===== config.mk =====
export PLATFORM = sky130hd
export DESIGN_NAME = hlva_front
export DESIGN_NICKNAME = d
export VERILOG_FILES = /design/src/rtl/core/hlva_pkg.sv /design/src/rtl/core/hlva_front.sv
export SDC_FILE = /design/constraint.sdc
export NUM_CORES = 1
export LEC_CHECK = 0
export BUFFER_PORTS_ARGS = -buffer_cell sky130_fd_sc_hd__clkbuf_2
export CAP_MARGIN = 15
export CORE_MARGIN = 1.5
export CORE_UTILIZATION = 58
export CTS_BUF_LIST = sky130_fd_sc_hd__clkbuf_4
export CTS_CLUSTER_SIZE = 24
export DETAILED_ROUTE_END_ITERATION = 8
export PLACE_DENSITY_LB_ADDON = 0.3
export SLEW_MARGIN = 20
export SYNTH_ARGS = -nofsm -noshare
export SYNTH_HDL_FRONTEND = slang
export SYNTH_SLANG_ARGS = --single-unit

===== constraint.sdc =====
create_clock -name aclk -period 5.4 [get_ports aclk]
set_clock_uncertainty 0.15 [all_clocks]
set_input_delay 0.27 -clock aclk [delete_from_list [all_inputs] [get_ports aclk]]
set_output_delay 0.27 -clock aclk [all_outputs]
set_load 0.05 [all_outputs]

===== src/rtl/core/hlva_pkg.sv =====
// shared types, constants and coefficient function for the hough line vote accumulator
`timescale 1ns / 1ps
`default_nettype none

package hlva_pkg;

    // coefficient format: signed Q1.16, needs 18 bits to hold +/-65536
    localparam int COEF_W = 18;
    localparam int FRAC_BITS = 16;

    // one-degree rotation step in Q2.30
    localparam longint ROT_COS = 64'sd1073578288;
    localparam longint ROT_SIN = 64'sd18739379;
    localparam longint Q30_ONE = 64'sd1073741824;

    // input item
    typedef struct packed {
        logic       req_type;
        logic [6:0] point_x;
        logic [6:0] point_y;
        logic [1:0] angle_index;
        logic [8:0] radius_index;
    } in_t;

    // result item
    typedef struct packed {
        logic [15:0] vote_count;
        logic        is_peak;
    } out_t;

    // classified command held in the queue
    typedef struct packed {
        logic       is_read;
        logic       ok;
        logic [6:0] point_x;
        logic [6:0] point_y;
        logic [1:0] angle_index;
        logic [8:0] radius_index;
    } cmd_t;

    // request codes
    localparam logic REQ_VOTE = 1'b0;
    localparam logic REQ_READ = 1'b1;

    // divide by 2^sh, rounding half away from zero
    function automatic longint round_shift(input longint v, input int sh);
        longint half;
        half = longint'(1) <<< (sh - 1);
        if (v < 0) begin
            return -((-v + half) >>> sh);
        end
        return (v + half) >>> sh;
    endfunction

    // Q1.16 cosine or sine at an integer degree, built by repeated rotation
    function automatic logic signed [COEF_W-1:0] unit_coef(input int deg, input logic want_sin);
        longint c;
        longint s;
        longint nc;
        longint ns;
        int     k;
        c = Q30_ONE;
        s = 0;
        for (k = 0; k < deg; k++) begin
            nc = round_shift(c * ROT_COS - s * ROT_SIN, 30);
            ns = round_shift(s * ROT_COS + c * ROT_SIN, 30);
            c = nc;
            s = ns;
        end
        if (want_sin) begin
            return COEF_W'(round_shift(s, 14));
        end
        return COEF_W'(round_shift(c, 14));
    endfunction

endpackage

`default_nettype wire


===== src/rtl/core/hlva_front.sv =====
// front end: accepts items, classifies them and queues commands for the back end
`timescale 1ns / 1ps
`default_nettype none

module hlva_front #(
    parameter int ANGLES      = 4,
    parameter int RADIUS_BINS = 364,
    parameter int COORD_RANGE = 128
) (
    input  wire logic           aclk,
    input  wire logic           aresetn,
    input  wire logic           s_valid,
    output logic                s_ready,
    input  wire hlva_pkg::in_t  s_data,
    input  wire logic           clearing,
    output logic                q_valid,
    output hlva_pkg::cmd_t      q_cmd,
    input  wire logic           q_pop
);

    localparam int QDEPTH = 2;

    hlva_pkg::cmd_t q_mem_reg [QDEPTH];
    logic           wr_ptr_reg, wr_ptr_next;
    logic           rd_ptr_reg, rd_ptr_next;
    logic [1:0]     cnt_reg, cnt_next;

    logic           coord_ok;
    logic           read_ok;
    logic           keep;
    logic           push;
    hlva_pkg::cmd_t cmd_in;

    assign coord_ok = (9'(s_data.point_x) < 9'(COORD_RANGE))
                   && (9'(s_data.point_y) < 9'(COORD_RANGE));
    assign read_ok  = (8'(s_data.angle_index) < 8'(ANGLES))
                   && (11'(s_data.radius_index) < 11'(RADIUS_BINS));

    // votes with a point off the grid never reach the queue
    assign keep = (s_data.req_type == hlva_pkg::REQ_READ) || coord_ok;

    always_comb begin
        cmd_in.is_read      = (s_data.req_type == hlva_pkg::REQ_READ);
        cmd_in.ok           = (s_data.req_type == hlva_pkg::REQ_READ) ? read_ok : 1'b1;
        cmd_in.point_x      = s_data.point_x;
        cmd_in.point_y      = s_data.point_y;
        cmd_in.angle_index  = s_data.angle_index;
        cmd_in.radius_index = s_data.radius_index;
    end

    assign s_ready = (cnt_reg != 2'(QDEPTH)) && !clearing;
    assign push    = s_valid && s_ready && keep;
    assign q_valid = (cnt_reg != 2'd0);
    assign q_cmd   = q_mem_reg[rd_ptr_reg];

    always_comb begin
        wr_ptr_next = push  ? ~wr_ptr_reg : wr_ptr_reg;
        rd_ptr_next = q_pop ? ~rd_ptr_reg : rd_ptr_reg;
        cnt_next    = cnt_reg + 2'(push) - 2'(q_pop);
    end

    always_ff @(posedge aclk) begin
        if (!aresetn) begin
            wr_ptr_reg <= 1'b0;
            rd_ptr_reg <= 1'b0;
            cnt_reg    <= 2'd0;
        end else begin
            wr_ptr_reg <= wr_ptr_next;
            rd_ptr_reg <= rd_ptr_next;
            cnt_reg    <= cnt_next;
        end
    end

    always_ff @(posedge aclk) begin
        if (push) begin
            q_mem_reg[wr_ptr_reg] <= cmd_in;
        end
    end

endmodule

`default_nettype wire


==> metrics.cfg <==
[clocking]
cts_made_buffers=9
clkTransAtPathRegs_ps=90
cts_sinks=59
h-tree-depth=3
cts_buffer_depth=2
postCtsSetupBuffers=0
insertion_delay_ps=390
cts_tree=yes
root_buffer=clkbuf_4

[drt]
wirelength_um=3740
first_pass_iters=4
vias=1302
via_per_inst=4.99
route.detailed.drc=0
post_drt_wl_per_cell_um=14.3
drt_iter0_markers=42
antenna_left=0

[timing]
period_minus_slack_ps=2230
min_period_over_period_pct=41.4
maxSlewViolCount=0
fmax_ghz=0.448
worstMarginPinSlew_ps=977
hold_viol=0
rsz0062_at_grt=false
tns_ps=0
relSlewSlack_pct=34.4
setup_viol=0
fin_hold_ws_ps=90.0

[floorplan]
placeableCoreArea_sq_um=3660
start_util_pct=60.5
dieHeight_um=64.8
dieArea_sq_um=4200
ioPinCount=60
die_w_um=64.8
row_count=22

[synth]
synth_top_area_share_pct=73.2
synth_most_common_cell=edfxtp_1
yosysTopAreaCell=edfxtp_1
netlist_instances=113
avgSynthCellArea_sq_um=19.6
ys_seq_area_share_pct=77.7
syn_nets=146
async_reset_ff_share_pct=0
netlist_area_sq_um=2220
synth_edf_count=54
synthTopCellsByArea=edfxtp_1 (73%), mux2_2 (12%), dfxtp_1 (4.5%), mux2_1 (1.5%), and2_1 (1.1%)
ys_seq_elements=59
synthFlopType=edfxtp_1
yosys-top-cells-count=edfxtp_1 (54), mux2_2 (24), dfxtp_1 (5), and2_1 (4), mux2_1 (3)
ys_warn_count=0
ys_types=22

[global_routing]
grt_first_pass_wirelength_um=5920
grt_max_degree=28
antenna_found_initial=0
track_usage_pct=20.2
grt_pass1_vias=1328
grt-ovfl-total=0

[power]
p_leak_nw=1.14
ir_drop_v=0.000233
powerDensity_nw_per_um2=340

[layout]
antennaDiodeCount=0
fillers=203
largest_reg_flops=54
layout-drive-gt1-share_pct=47.4
syn_to_final_growth_pct=32.1
nets=241

[worst_setup_path]
cp_max_fo=27
cp.required_ps=4980
start_kind=flip-flop
crit_buf_inv=1
reg2regPathDepth=3
max_stage_delay_ps=750
r2r-start=cnt_reg[1]$_SDFF_PN0_
worst-setup-path-type=flip-flop to output port
r2r-end=q_mem_reg[0][24]$_DFFE_PP_
cp-end-kind=output port
crit_chain=mux2_2, clkbuf_2
r2r_slack_ps=3220
crit_slowest_cell=dfxtp_2
cp.depth=2
cp_top_family=flip-flops
arrival_ps=1810
cp-endpoint=q_cmd[7]

[place]
port_buffers=59
gp_congestion=0.714
dp_hpwl_um=2340

[flow_run]
drv_cap=0

[status]
status=finished, final reports clean

[worst_hold_path]
min_path_type=primary input to flip-flop

==> cells in the final DEF, fill, tap and decap left out <==
cell type      count
clkinv_2           3
xor2_1             1
xnor2_1            2
dfxtp_2            1
and2_1             4
edfxtp_1          54
clkbuf_2          59
or3_1              1
nor2b_4            1
mux2_1             3
dfxtp_1            4
a21boi_1           1
nor2_1             2
o21ai_0            1
inv_1              1
nand2b_1           1
or2_2              1
a21oi_1            1
clkinv_1           3
mux2_2            24
and3_1             1
ha_1               2
nand2_1            2
buf_4              1
clkbuf_4          11
dlygate4sd3_1     27
o211ai_1           1
==> cell families (layout without fill, tap and decap cells) <==
logic type / count (synthesis) / count (layout) / synth area share, %
buffers and inverters: 5 / 105 / 1.58
adder cells (fa/ha/maj): 2 / 2 / 1.13
XOR/XNOR: 3 / 3 / 1.19
multiplexers: 27 / 27 / 13.7
flip-flops: 59 / 59 / 77.7
AND/OR/NAND/NOR: 13 / 13 / 3.56
AO/OA/AOI/OAI: 4 / 4 / 1.13
==> metal layers <==
| layer | track usage (%) | routed length [um] | vias up |
|---|---|---|---|
| li1 | - | - | 628 |
| met1 | 21.0 | 1400 | 629 |
| met2 | 35.8 | 2080 | 40 |
| met3 | 8.85 | 208 | 5 |
| met4 | 7.18 | 48 | 0 |
| met5 | 0 | 0 | - |
==> tightest hold or removal path, stage by stage <==
cell	delay, ps
clkbuf_2	110
xor2_1	70
and2_1	150
==> stage by stage <==
stage	power, W	setup WS (ps)	std cells	instance area (sq um)	utilization (%)
4_1_cts	0.00100	3140	261	2930	80.0
2_1_floorplan	0.000704	2880	113	2220	-
3_5_place_dp	0.000751	3190	218	2550	69.7
6_report	0.000995	3170	261	2930	80.0
3_3_place_gp	0.000743	3200	218	2550	69.7
5_1_grt	0.00104	3020	261	2930	80.0
==> cell type report <==
| class | instances | area (sq um) | area share, % |
|---|---|---|---|
| flip-flops and latches | 59 | 1720 | 58.8 |
| repair buffers | 87 | 573 | 19.6 |
| multi-input cells | 49 | 459 | 15.7 |
| clock buffers | 11 | 82.6 | 2.82 |
| well taps | 48 | 60.1 | 2.05 |
| clock inverters | 5 | 22.5 | 0.769 |
| inverters | 2 | 7.51 | 0.256 |
==> worst min-delay path by stage <==
| stage | endpoint | from | cells after the start |
|---|---|---|---|
| 5_1_grt | flip-flop | q_pop | 3 |
| 6_report | flip-flop | q_pop | 3 |
| 4_1_cts | flip-flop | q_pop | 3 |
| 3_5_place_dp | q_mem_reg[1][12]$_DFFE_PP_ | s_data[12] | 1 |
| 2_1_floorplan | q_mem_reg[0][0]$_DFFE_PP_ | s_data[0] | 0 |
| 3_3_place_gp | q_mem_reg[1][0]$_DFFE_PP_ | s_data[0] | 1 |
==> where the power goes <==
part / internal (W) / total [W] / switching, W
clock network: 0.0000998 / 0.000241 / 0.000141
logic: 0.0000725 / 0.000209 / 0.000136
registers: 0.000529 / 0.000545 / 0.0000165
==> what timing repair did <==
item,in CTS,in global routing
hold buffers,27,0
endpoints found under the hold margin,57,0
gates resized for setup,0,0
Power figures use the tool's default switching activity.
